**config.mk**
```make
export PLATFORM = sky130hd
export DESIGN_NAME = variable_partition_allocator_core
export DESIGN_NICKNAME = d
export VERILOG_FILES = /design/src/hdl/vpa_pkg.sv /design/src/hdl/vpa_mem.sv /design/src/hdl/vpa_ctrl.sv /design/src/hdl/variable_partition_allocator_core.sv
export SDC_FILE = /design/constraint.sdc
export NUM_CORES = 2
export LEC_CHECK = 0
export ABC_CLOCK_PERIOD_IN_PS = 11800
export CAP_MARGIN = 20
export CORE_ASPECT_RATIO = 1.5
export CORE_MARGIN = 2
export CORE_UTILIZATION = 45
export DETAILED_ROUTE_END_ITERATION = 10
export DONT_BUFFER_PORTS = 1
export HOLD_SLACK_MARGIN = 0.08
export PLACE_DENSITY = 0.6
export SETUP_SLACK_MARGIN = 0.02
export SYNTH_ARGS = -nofsm -noshare
export SYNTH_HDL_FRONTEND = slang
export SYNTH_SLANG_ARGS = --single-unit
```
**constraint.sdc**
```tcl
create_clock -name clk -period 11.8 [get_ports clk]
set_clock_uncertainty 0.15 [all_clocks]
set_input_delay 0.59 -clock clk [delete_from_list [all_inputs] [get_ports clk]]
set_output_delay 0.59 -clock clk [all_outputs]
set_load 0.01 [all_outputs]
```
**src/hdl/vpa_pkg.sv**
```systemverilog
// shared types and constants of the variable partition allocator
package vpa_pkg;

  localparam int SIZE_BITS        = 16;
  localparam int OWNER_BITS       = 8;
  localparam int MAX_SEGMENTS_DEF = 32;
  localparam int CNT_OUT_BITS     = 6;

  localparam logic [SIZE_BITS-1:0] RESET_TOTAL = SIZE_BITS'(1024);

  typedef enum logic [1:0] {
    CMD_ALLOC   = 2'd0,
    CMD_DEALLOC = 2'd1,
    CMD_REPORT  = 2'd2,
    CMD_NONE    = 2'd3
  } cmd_t;

  typedef enum logic [1:0] {
    POL_FIRST = 2'd0,
    POL_BEST  = 2'd1,
    POL_WORST = 2'd2,
    POL_NONE  = 2'd3
  } policy_t;

  typedef enum logic [2:0] {
    ST_OK           = 3'd0,
    ST_NO_SPACE     = 3'd1,
    ST_ALREADY_FREE = 3'd2,
    ST_NOT_FOUND    = 3'd3,
    ST_FULL         = 3'd4
  } status_t;

  localparam logic CFG_FIT_POLICY = 1'b0;
  localparam logic CFG_TOTAL_SIZE = 1'b1;

  typedef enum logic [3:0] {
    S_IDLE,
    S_SCAN,
    S_ALLOC_DEC,
    S_SHUP,
    S_SPLIT_LO,
    S_SPLIT_HI,
    S_DEAL_DEC,
    S_RD_NEXT,
    S_RD_PREV,
    S_MERGE,
    S_SHDN,
    S_DONE
  } state_t;

  typedef struct packed {
    logic [1:0]            cmd;
    logic [OWNER_BITS-1:0] owner_id;
    logic [SIZE_BITS-1:0]  request_size;
  } in_item_t;

  typedef struct packed {
    logic [2:0]              status;
    logic [SIZE_BITS-1:0]    free_total;
    logic [CNT_OUT_BITS-1:0] free_count;
    logic [SIZE_BITS-1:0]    largest_free;
  } out_item_t;

  typedef struct packed {
    logic [SIZE_BITS-1:0]  size;
    logic                  free;
    logic [OWNER_BITS-1:0] owner;
  } seg_t;

endpackage

```
**src/hdl/vpa_mem.sv**
```systemverilog
// segment table memory, one write and one registered read per cycle
module vpa_mem import vpa_pkg::*; #(
  parameter int MAX_SEGMENTS = MAX_SEGMENTS_DEF,
  parameter int AW           = $clog2(MAX_SEGMENTS)
) (
  input  logic          clk,
  input  logic          we,
  input  logic [AW-1:0] waddr,
  input  seg_t          wdata,
  input  logic [AW-1:0] raddr,
  output seg_t          rdata
);

  seg_t mem [MAX_SEGMENTS];
  seg_t rdata_r;

  always_ff @(posedge clk) begin
    if (we) begin
      mem[waddr] <= wdata;
    end
    rdata_r <= mem[raddr];
  end

  assign rdata = rdata_r;

endmodule

```
**src/hdl/vpa_ctrl.sv**
```systemverilog
// sequencer with the shared compare and add unit that walks the segment table
module vpa_ctrl import vpa_pkg::*; #(
  parameter int MAX_SEGMENTS = MAX_SEGMENTS_DEF,
  parameter int AW           = $clog2(MAX_SEGMENTS),
  parameter int CW           = $clog2(MAX_SEGMENTS + 1)
) (
  input  logic                 clk,
  input  logic                 rst_n,
  input  logic                 start,
  output logic                 busy,
  input  in_item_t             in_item,
  output logic                 out_valid,
  output out_item_t            out_item,
  input  logic                 cfg_we,
  input  logic                 cfg_index,
  input  logic [SIZE_BITS-1:0] cfg_wdata,
  output logic                 mem_we,
  output logic [AW-1:0]        mem_waddr,
  output seg_t                 mem_wdata,
  output logic [AW-1:0]        mem_raddr,
  input  seg_t                 mem_rdata
);

  state_t state_r, state_nxt;
  cmd_t cmd_r, cmd_nxt;
  policy_t policy_r, policy_nxt;
  logic [OWNER_BITS-1:0] owner_r, owner_nxt;
  logic [SIZE_BITS-1:0] req_r, req_nxt;
  logic [CW-1:0] cnt_r, cnt_nxt;
  logic [CW-1:0] rd_r, rd_nxt;
  logic dv_r, dv_nxt;
  logic [AW-1:0] di_r, di_nxt;
  logic found_r, found_nxt;
  logic [AW-1:0] pick_r, pick_nxt;
  logic [SIZE_BITS-1:0] pick_size_r, pick_size_nxt;
  logic pick_free_r, pick_free_nxt;
  logic [SIZE_BITS-1:0] acc_r, acc_nxt;
  logic [CW-1:0] fcnt_r, fcnt_nxt;
  status_t status_r, status_nxt;
  logic init_r, init_nxt;
  logic nf_r, nf_nxt;
  logic pf_r, pf_nxt;
  logic [1:0] delta_r, delta_nxt;
  logic out_valid_r, out_valid_nxt;
  out_item_t out_item_r, out_item_nxt;

  logic accept;
  logic issue_up, issue_fw, scan_stop, scan_end, fits, better;
  logic size_lt, size_gt, size_ge_req;
  logic [SIZE_BITS-1:0] sum;
  logic next_ok, prev_ok;

  assign busy   = (state_r != S_IDLE) || init_r;
  assign accept = start && !busy;

  // shared unit: one adder and the size compares
  assign sum         = acc_r + mem_rdata.size;
  assign size_lt     = mem_rdata.size < pick_size_r;
  assign size_gt     = mem_rdata.size > pick_size_r;
  assign size_ge_req = mem_rdata.size >= req_r;

  assign issue_fw = rd_r < cnt_r;
  assign issue_up = rd_r > CW'(pick_r);
  assign fits     = mem_rdata.free && size_ge_req;
  assign next_ok  = (CW'(pick_r) + CW'(1)) < cnt_r;
  assign prev_ok  = pick_r != '0;

  always_comb begin
    better = 1'b0;
    unique case (policy_r)
      POL_FIRST: better = fits && !found_r;
      POL_BEST:  better = fits && (!found_r || size_lt);
      POL_WORST: better = fits && (!found_r || size_gt);
      POL_NONE:  better = 1'b0;
      default:   better = 1'b0;
    endcase
  end

  always_comb begin
    scan_stop = 1'b0;
    if (dv_r) begin
      if (cmd_r == CMD_ALLOC) begin
        scan_stop = fits && (policy_r == POL_FIRST);
      end else if (cmd_r == CMD_DEALLOC) begin
        scan_stop = mem_rdata.owner == owner_r;
      end
    end
    scan_end = scan_stop || (!issue_fw && !dv_r);
  end

  // next state
  always_comb begin
    state_nxt = state_r;
    unique case (state_r)
      S_IDLE: begin
        if (accept) begin
          if (in_item.cmd == CMD_NONE) begin
            state_nxt = S_DONE;
          end else if (in_item.cmd == CMD_ALLOC &&
                       (in_item.owner_id == '0 || in_item.request_size == '0)) begin
            state_nxt = S_DONE;
          end else begin
            state_nxt = S_SCAN;
          end
        end
      end
      S_SCAN: begin
        if (scan_end) begin
          priority if (cmd_r == CMD_ALLOC) state_nxt = S_ALLOC_DEC;
          else if (cmd_r == CMD_DEALLOC)  state_nxt = S_DEAL_DEC;
          else                            state_nxt = S_DONE;
        end
      end
      S_ALLOC_DEC: begin
        priority if (!found_r)                     state_nxt = S_DONE;
        else if (pick_size_r == req_r)             state_nxt = S_SPLIT_HI;
        else if (cnt_r == CW'(MAX_SEGMENTS))       state_nxt = S_DONE;
        else                                       state_nxt = S_SHUP;
      end
      S_SHUP:     if (!issue_up && !dv_r) state_nxt = S_SPLIT_LO;
      S_SPLIT_LO: state_nxt = S_SPLIT_HI;
      S_SPLIT_HI: state_nxt = S_DONE;
      S_DEAL_DEC: begin
        if (!found_r || pick_free_r) state_nxt = S_DONE;
        else                         state_nxt = S_RD_NEXT;
      end
      S_RD_NEXT: state_nxt = S_RD_PREV;
      S_RD_PREV: state_nxt = S_MERGE;
      S_MERGE:   state_nxt = (nf_r || pf_r) ? S_SHDN : S_DONE;
      S_SHDN:    if (!issue_fw && !dv_r) state_nxt = S_DONE;
      S_DONE:    state_nxt = S_IDLE;
      default:   state_nxt = S_IDLE;
    endcase
  end

  // datapath and memory port
  always_comb begin
    cmd_nxt       = cmd_r;
    policy_nxt    = policy_r;
    owner_nxt     = owner_r;
    req_nxt       = req_r;
    cnt_nxt       = cnt_r;
    rd_nxt        = rd_r;
    dv_nxt        = 1'b0;
    di_nxt        = di_r;
    found_nxt     = found_r;
    pick_nxt      = pick_r;
    pick_size_nxt = pick_size_r;
    pick_free_nxt = pick_free_r;
    acc_nxt       = acc_r;
    fcnt_nxt      = fcnt_r;
    status_nxt    = status_r;
    init_nxt      = init_r;
    nf_nxt        = nf_r;
    pf_nxt        = pf_r;
    delta_nxt     = delta_r;
    out_valid_nxt = 1'b0;
    out_item_nxt  = out_item_r;
    mem_we        = 1'b0;
    mem_waddr     = '0;
    mem_wdata     = '0;
    mem_raddr     = rd_r[AW-1:0];

    unique case (state_r)
      S_IDLE: begin
        if (cfg_we && cfg_index == CFG_FIT_POLICY) begin
          policy_nxt = policy_t'(cfg_wdata[1:0]);
        end
        if (cfg_we && cfg_index == CFG_TOTAL_SIZE) begin
          mem_we    = 1'b1;
          mem_wdata = '{size: cfg_wdata, free: 1'b1, owner: '0};
          cnt_nxt   = CW'(1);
          init_nxt  = 1'b0;
        end else if (init_r) begin
          mem_we    = 1'b1;
          mem_wdata = '{size: RESET_TOTAL, free: 1'b1, owner: '0};
          cnt_nxt   = CW'(1);
          init_nxt  = 1'b0;
        end
        if (accept) begin
          cmd_nxt       = cmd_t'(in_item.cmd);
          owner_nxt     = in_item.owner_id;
          req_nxt       = in_item.request_size;
          rd_nxt        = '0;
          found_nxt     = 1'b0;
          pick_size_nxt = '0;
          acc_nxt       = '0;
          fcnt_nxt      = '0;
          status_nxt    = (in_item.cmd == CMD_ALLOC) ? ST_NO_SPACE : ST_OK;
        end
      end
      S_SCAN: begin
        if (dv_r) begin
          unique case (cmd_r)
            CMD_ALLOC: begin
              if (better) begin
                found_nxt     = 1'b1;
                pick_nxt      = di_r;
                pick_size_nxt = mem_rdata.size;
              end
            end
            CMD_DEALLOC: begin
              if (scan_stop) begin
                found_nxt     = 1'b1;
                pick_nxt      = di_r;
                pick_size_nxt = mem_rdata.size;
                pick_free_nxt = mem_rdata.free;
              end
            end
            CMD_REPORT: begin
              if (mem_rdata.free) begin
                acc_nxt  = sum;
                fcnt_nxt = fcnt_r + CW'(1);
                if (size_gt) pick_size_nxt = mem_rdata.size;
              end
            end
            default: ;
          endcase
        end
        if (issue_fw && !scan_stop) begin
          dv_nxt = 1'b1;
          di_nxt = rd_r[AW-1:0];
          rd_nxt = rd_r + CW'(1);
        end
      end
      S_ALLOC_DEC: begin
        if (!found_r) begin
          status_nxt = ST_NO_SPACE;
        end else if (pick_size_r != req_r && cnt_r == CW'(MAX_SEGMENTS)) begin
          status_nxt = ST_FULL;
        end else begin
          status_nxt = ST_OK;
        end
        rd_nxt = cnt_r - CW'(1);
      end
      S_SHUP: begin
        if (dv_r) begin
          mem_we    = 1'b1;
          mem_waddr = di_r + AW'(1);
          mem_wdata = mem_rdata;
        end
        if (issue_up) begin
          dv_nxt = 1'b1;
          di_nxt = rd_r[AW-1:0];
          rd_nxt = rd_r - CW'(1);
        end
      end
      S_SPLIT_LO: begin
        mem_we    = 1'b1;
        mem_waddr = pick_r + AW'(1);
        mem_wdata = '{size: pick_size_r - req_r, free: 1'b1, owner: '0};
        cnt_nxt   = cnt_r + CW'(1);
      end
      S_SPLIT_HI: begin
        mem_we    = 1'b1;
        mem_waddr = pick_r;
        mem_wdata = '{size: req_r, free: 1'b0, owner: owner_r};
      end
      S_DEAL_DEC: begin
        priority if (!found_r) status_nxt = ST_NOT_FOUND;
        else if (pick_free_r)  status_nxt = ST_ALREADY_FREE;
        else                   status_nxt = ST_OK;
        acc_nxt   = pick_size_r;
        nf_nxt    = 1'b0;
        pf_nxt    = 1'b0;
        mem_raddr = pick_r + AW'(1);
      end
      S_RD_NEXT: begin
        mem_raddr = pick_r - AW'(1);
        if (next_ok && mem_rdata.free) begin
          nf_nxt  = 1'b1;
          acc_nxt = sum;
        end
      end
      S_RD_PREV: begin
        if (prev_ok && mem_rdata.free) begin
          pf_nxt  = 1'b1;
          acc_nxt = sum;
        end
      end
      S_MERGE: begin
        mem_we    = 1'b1;
        mem_waddr = pf_r ? (pick_r - AW'(1)) : pick_r;
        mem_wdata = '{size: acc_r, free: 1'b1, owner: '0};
        delta_nxt = {1'b0, nf_r} + {1'b0, pf_r};
        rd_nxt    = CW'(pick_r) + CW'(1) + CW'(nf_r);
      end
      S_SHDN: begin
        if (dv_r) begin
          mem_we    = 1'b1;
          mem_waddr = di_r - AW'(delta_r);
          mem_wdata = mem_rdata;
        end
        if (issue_fw) begin
          dv_nxt = 1'b1;
          di_nxt = rd_r[AW-1:0];
          rd_nxt = rd_r + CW'(1);
        end else if (!dv_r) begin
          cnt_nxt = cnt_r - CW'(delta_r);
        end
      end
      S_DONE: begin
        out_valid_nxt       = 1'b1;
        out_item_nxt.status = status_r;
        if (cmd_r == CMD_REPORT) begin
          out_item_nxt.free_total   = acc_r;
          out_item_nxt.free_count   = fcnt_r[CNT_OUT_BITS-1:0];
          out_item_nxt.largest_free = pick_size_r;
        end else begin
          out_item_nxt.free_total   = '0;
          out_item_nxt.free_count   = '0;
          out_item_nxt.largest_free = '0;
        end
      end
      default: ;
    endcase
  end

  always_ff @(posedge clk) begin
    if (!rst_n) begin
      state_r     <= S_IDLE;
      policy_r    <= POL_FIRST;
      cnt_r       <= CW'(1);
      init_r      <= 1'b1;
      dv_r        <= 1'b0;
      out_valid_r <= 1'b0;
    end else begin
      state_r     <= state_nxt;
      policy_r    <= policy_nxt;
      cnt_r       <= cnt_nxt;
      init_r      <= init_nxt;
      dv_r        <= dv_nxt;
      out_valid_r <= out_valid_nxt;
    end
  end

  always_ff @(posedge clk) begin
    cmd_r       <= cmd_nxt;
    owner_r     <= owner_nxt;
    req_r       <= req_nxt;
    rd_r        <= rd_nxt;
    di_r        <= di_nxt;
    found_r     <= found_nxt;
    pick_r      <= pick_nxt;
    pick_size_r <= pick_size_nxt;
    pick_free_r <= pick_free_nxt;
    acc_r       <= acc_nxt;
    fcnt_r      <= fcnt_nxt;
    status_r    <= status_nxt;
    nf_r        <= nf_nxt;
    pf_r        <= pf_nxt;
    delta_r     <= delta_nxt;
    out_item_r  <= out_item_nxt;
  end

  assign out_valid = out_valid_r;
  assign out_item  = out_item_r;

endmodule

```
**src/hdl/variable_partition_allocator_core.sv**
```systemverilog
// top level of the first / best / worst fit segment allocator
// A command is taken when start is high and busy is low; its single result
// appears on out_item for one cycle with out_valid and cannot be held off.
// Every command but a no-op or a rejected allocate walks the segment table
// through one memory read port, one entry per cycle. A report scans the whole
// table; an allocate may scan it in full and then shift entries up for a split.
// A deallocate's scan stops at the owner, two neighbor reads follow, and a
// merge shifts only the entries after it down. busy stays high for one cycle
// after reset while entry 0 is loaded.
module variable_partition_allocator_core import vpa_pkg::*; #(
  parameter int MAX_SEGMENTS = MAX_SEGMENTS_DEF
) (
  input  logic                 clk,
  input  logic                 rst_n,
  input  logic                 start,
  output logic                 busy,
  input  in_item_t             in_item,
  output logic                 out_valid,
  output out_item_t            out_item,
  input  logic                 cfg_we,
  input  logic                 cfg_index,
  input  logic [SIZE_BITS-1:0] cfg_wdata
);

  localparam int AW = $clog2(MAX_SEGMENTS);
  localparam int CW = $clog2(MAX_SEGMENTS + 1);

  logic          mem_we;
  logic [AW-1:0] mem_waddr;
  seg_t          mem_wdata;
  logic [AW-1:0] mem_raddr;
  seg_t          mem_rdata;

  vpa_ctrl #(
    .MAX_SEGMENTS(MAX_SEGMENTS),
    .AW(AW),
    .CW(CW)
  ) u_ctrl (
    .clk(clk),
    .rst_n(rst_n),
    .start(start),
    .busy(busy),
    .in_item(in_item),
    .out_valid(out_valid),
    .out_item(out_item),
    .cfg_we(cfg_we),
    .cfg_index(cfg_index),
    .cfg_wdata(cfg_wdata),
    .mem_we(mem_we),
    .mem_waddr(mem_waddr),
    .mem_wdata(mem_wdata),
    .mem_raddr(mem_raddr),
    .mem_rdata(mem_rdata)
  );

  vpa_mem #(
    .MAX_SEGMENTS(MAX_SEGMENTS),
    .AW(AW)
  ) u_mem (
    .clk(clk),
    .we(mem_we),
    .waddr(mem_waddr),
    .wdata(mem_wdata),
    .raddr(mem_raddr),
    .rdata(mem_rdata)
  );

endmodule
```
==> flow_summary.yaml <==
run_status:
  status: "complete, no violations"
clocking:
  cts_buffers: 89
  root_buffer: "clkbuf_16"
  cts_tree: "done"
  post_cts_resize_count: 0
  insertion_delay_ns: 0.69
  htreeDepth: 3
  clock_sinks: 970
  clockBufferDepth: 3
  clk_pin_slew_ns: 0.07
logic_synthesis:
  synth_edf_count: 930
  async_reset_ff_share_pct: 0
  synthCells: 3171
  ys.flop_type: "edfxtp_1"
  syn_nets: 3324
  ys_seq_area_share_pct: 67.91
  synthDistinctLibCells: 76
  syn_area_per_cell_um2: 13.34
  netlist_area_mm2: 0.04230
  ys_seq_elements: 970
  ys.warnings.count: 0
timing:
  final.setup.tns_ns: 0
  hold_viol: 0
  layout_min_cycle_time_ns: 5.051
  tightestPinTransition_ns: 1.131
  rsz0062_at_grt: "no"
  period_share_pct: 42.80
  report.final.slew_viol_count: 0
  setup_viol: 0
  clock.fmax_ghz: 0.1980
  relSlewSlack_pct: 24.42
detailed_routing:
  wl_per_cell_um: 26.15
  via_per_inst: 5.982
  drcViolationCount: 0
  detailroute.wirelength.met3_um: 6568
  drt-total-wl_um: 117200
  drt_iter0_drc: 2436
  dr_wl_met2_um: 60430
  top_layer: "met4"
  drtPass1Iterations: 5
  ant_nets: 0
  wl_met1_um: 45490
  vias: 26804
power:
  combPwrFrac_pct: 34.5
  seq_power_share_pct: 39.3
  pwr-share-clk_pct: 26.1
  p_sw_mw: 4.342
  internal-power_mw: 7.374
  power_leakage_nw: 15.72
  finalPower_mw: 11.72
  ir_drop_uv: 190.8
  swShare_pct: 37.06
  powerDensity_mw_per_mm2: 247.9
finish:
  layout_commonest_cell: "edfxtp_1"
  final_util_pct: 50.77
  fillers: 7835
  drive_gt1_share_pct: 7.993
  most-common-layout-cells: "edfxtp_1, nand2_1, a211oi_1"
  area_delta_synth_final_pct: 11.71
  finalNetCount: 3305
critical_path:
  worstSetupStartpointType: "flop"
  crit_family: "compound AO/OA/AOI/OAI gates"
  path_cells: "nand3b_4 > nand2_2 > o21a_4 > buf_12 > buf_4 > and2_1 > a211oi_1 > a311oi_1 > a211oi_1 > nor4_1"
  critPathMaxFanout: 158
  critical_path.max_stage_delay_ns: 0.78
  path_class: "flop to flop"
  critPathBufInv: 2
  cp.required_ns: 12.23
  crit_top_cell: "a211oi_1"
  arrival_ns: 5.48
  crit_slowest_cell: "buf_4"
  endpoint_kind: "flop"
place:
  portBuffers: 0
  routabilityCongestion: 0.9020
  dp_hpwl_um: 74050
floorplanning:
  boundaryPins: 90
  dieWidth_um: 254.3
  initial_core_util_pct: 45.45
  rows: 137
  dieArea_mm2: 0.09653
  die_h_um: 379.5
  core_area_mm2: 0.09308
grt:
  antenna_found_initial: 0
  grt_pass1_vias: 26876
  grt-ovfl-total: 0
  grt_max_degree: 172
  gr-usage-all-layers_pct: 24.15
  grt_pass1_wl_um: 173600
hold_path:
  hold_path.class: "input port to flop"
run:
  drv_cap: 0
[through the flow]
step	worst slack (ns)	instance area, um2	cells	hold WS, ns
floorplan	7.583	42300	3171	0.2503
global placement	6.942	43720	4273	0.2584
detailed placement	6.816	43760	4275	0.2545
CTS	6.809	47140	4473	0.1722
global route	6.472	47250	4479	0.2111
finish	6.749	47260	4481	0.2209
[per-layer routing]
metal,up-vias,global-route usage [%]
met1,13525,29.89
met2,933,42.15
met5,-,0
met3,199,3.411
met4,0,9.869
li1,12147,-
[final cells by class]
type | instances | area (um2) | share of cell area, %
sequential | 970 | 28730 | 60.79
multi-input combinational | 1924 | 12690 | 26.85
clock buffer | 117 | 2405 | 5.089
tap | 1251 | 1565 | 3.312
timing repair buffer | 91 | 915.9 | 1.938
clock inverter | 50 | 665.6 | 1.408
inverter | 76 | 285.3 | 0.6036
antenna | 2 | 5.005 | 0.01059
[cell families after synthesis]
kind of cell	count (synthesis)	synth area share [%]
adder cells (fa/ha/maj)	106	3.224
buffers and inverters	277	2.896
multiplexers	15	0.3697
AND/OR/NAND/NOR	986	11.28
XOR/XNOR	54	1.118
flip-flops	970	67.91
AO/OA/AOI/OAI	763	13.21
[flip-flops by register name, indices dropped and copies added (netlist names), 2 cells and up]
| name | flops |
|---|---|
| u_ctrl.policy_r | 2 |
| u_ctrl.cmd_r | 2 |
| u_ctrl.state_r | 4 |
| u_ctrl.rd_r | 6 |
| u_ctrl.cnt_r | 6 |
| u_mem.rdata | 25 |
| u_ctrl.pick_size_r | 16 |
| u_ctrl.out_item | 41 |
| u_ctrl.status_r | 3 |
| u_ctrl.pick_r | 5 |
| u_ctrl.fcnt_r | 6 |
| u_ctrl.delta_r | 2 |
| u_ctrl.owner_r | 8 |
| u_mem.mem | 800 |
| u_ctrl.req_r | 16 |
| u_ctrl.acc_r | 16 |
| u_ctrl.di_r | 5 |
[power by group through the flow]
stage	combinational (mW)	clock (mW)	sequential, mW
floorplan	2.78	0	4.53
global placement	3.91	0	4.67
detailed placement	3.99	0	4.68
CTS	4.03	3.11	4.61
global route	4.39	3.23	4.63
finish	4.05	3.06	4.61
[cell usage after synthesis, drive strengths merged, types with 4 or more instances]
cell type	count	area, um2
a211o	5	43.79
a211oi	316	2372
a21o	16	120.1
a21oi	46	230.2
a221o	10	100.1
a221oi	6	52.55
a222oi	11	110.1
a22o	14	122.6
a311oi	101	884.6
a31oi	107	669.4
a32oi	4	35.03
and2	262	1639
and3	12	75.07
buf	83	491.7
clkbuf	118	447.9
dfxtp	40	800.8
edfxtp	930	27930
fa	5	100.1
ha	101	1264
inv	75	281.5
mux2	5	56.30
mux2i	10	100.1
nand2	480	1804
nand2b	21	131.4
nand3	29	145.1
nand3b	5	50.05
nand4	10	62.56
nor2	85	319.1
nor2b	8	50.05
nor3	15	80.08
nor3b	5	42.54
nor4	38	252.7
o211ai	14	105.1
o21a	15	120.1
o21ai	56	287.8
o21bai	4	30.03
o22ai	9	56.30
o31ai	4	30.03
or2	5	31.28
or3	6	37.54
xnor2	37	324.1
xor2	17	148.9
[path summary, 6_finish.rpt]
kind | to | cells after the start | slack, ns | startpoint
worst max register to register | u_mem.rdata[5] | 10 | 6.75 | u_ctrl.state_r[2]
worst min-delay path | u_ctrl.status_r[0] | 2 | 0.22 | in_item[24]
worst min register to register | u_ctrl.out_item[39] | 0 | 0.27 | u_ctrl.status_r[1]
worst max-delay path | u_mem.rdata[5] | 10 | 6.75 | u_ctrl.state_r[2]
[timing repair]
item,CTS,global route
setup buffers,0,0
hold buffers,31,0
hold endpoints to repair,39,0
Power figures use the tool's default switching activity.
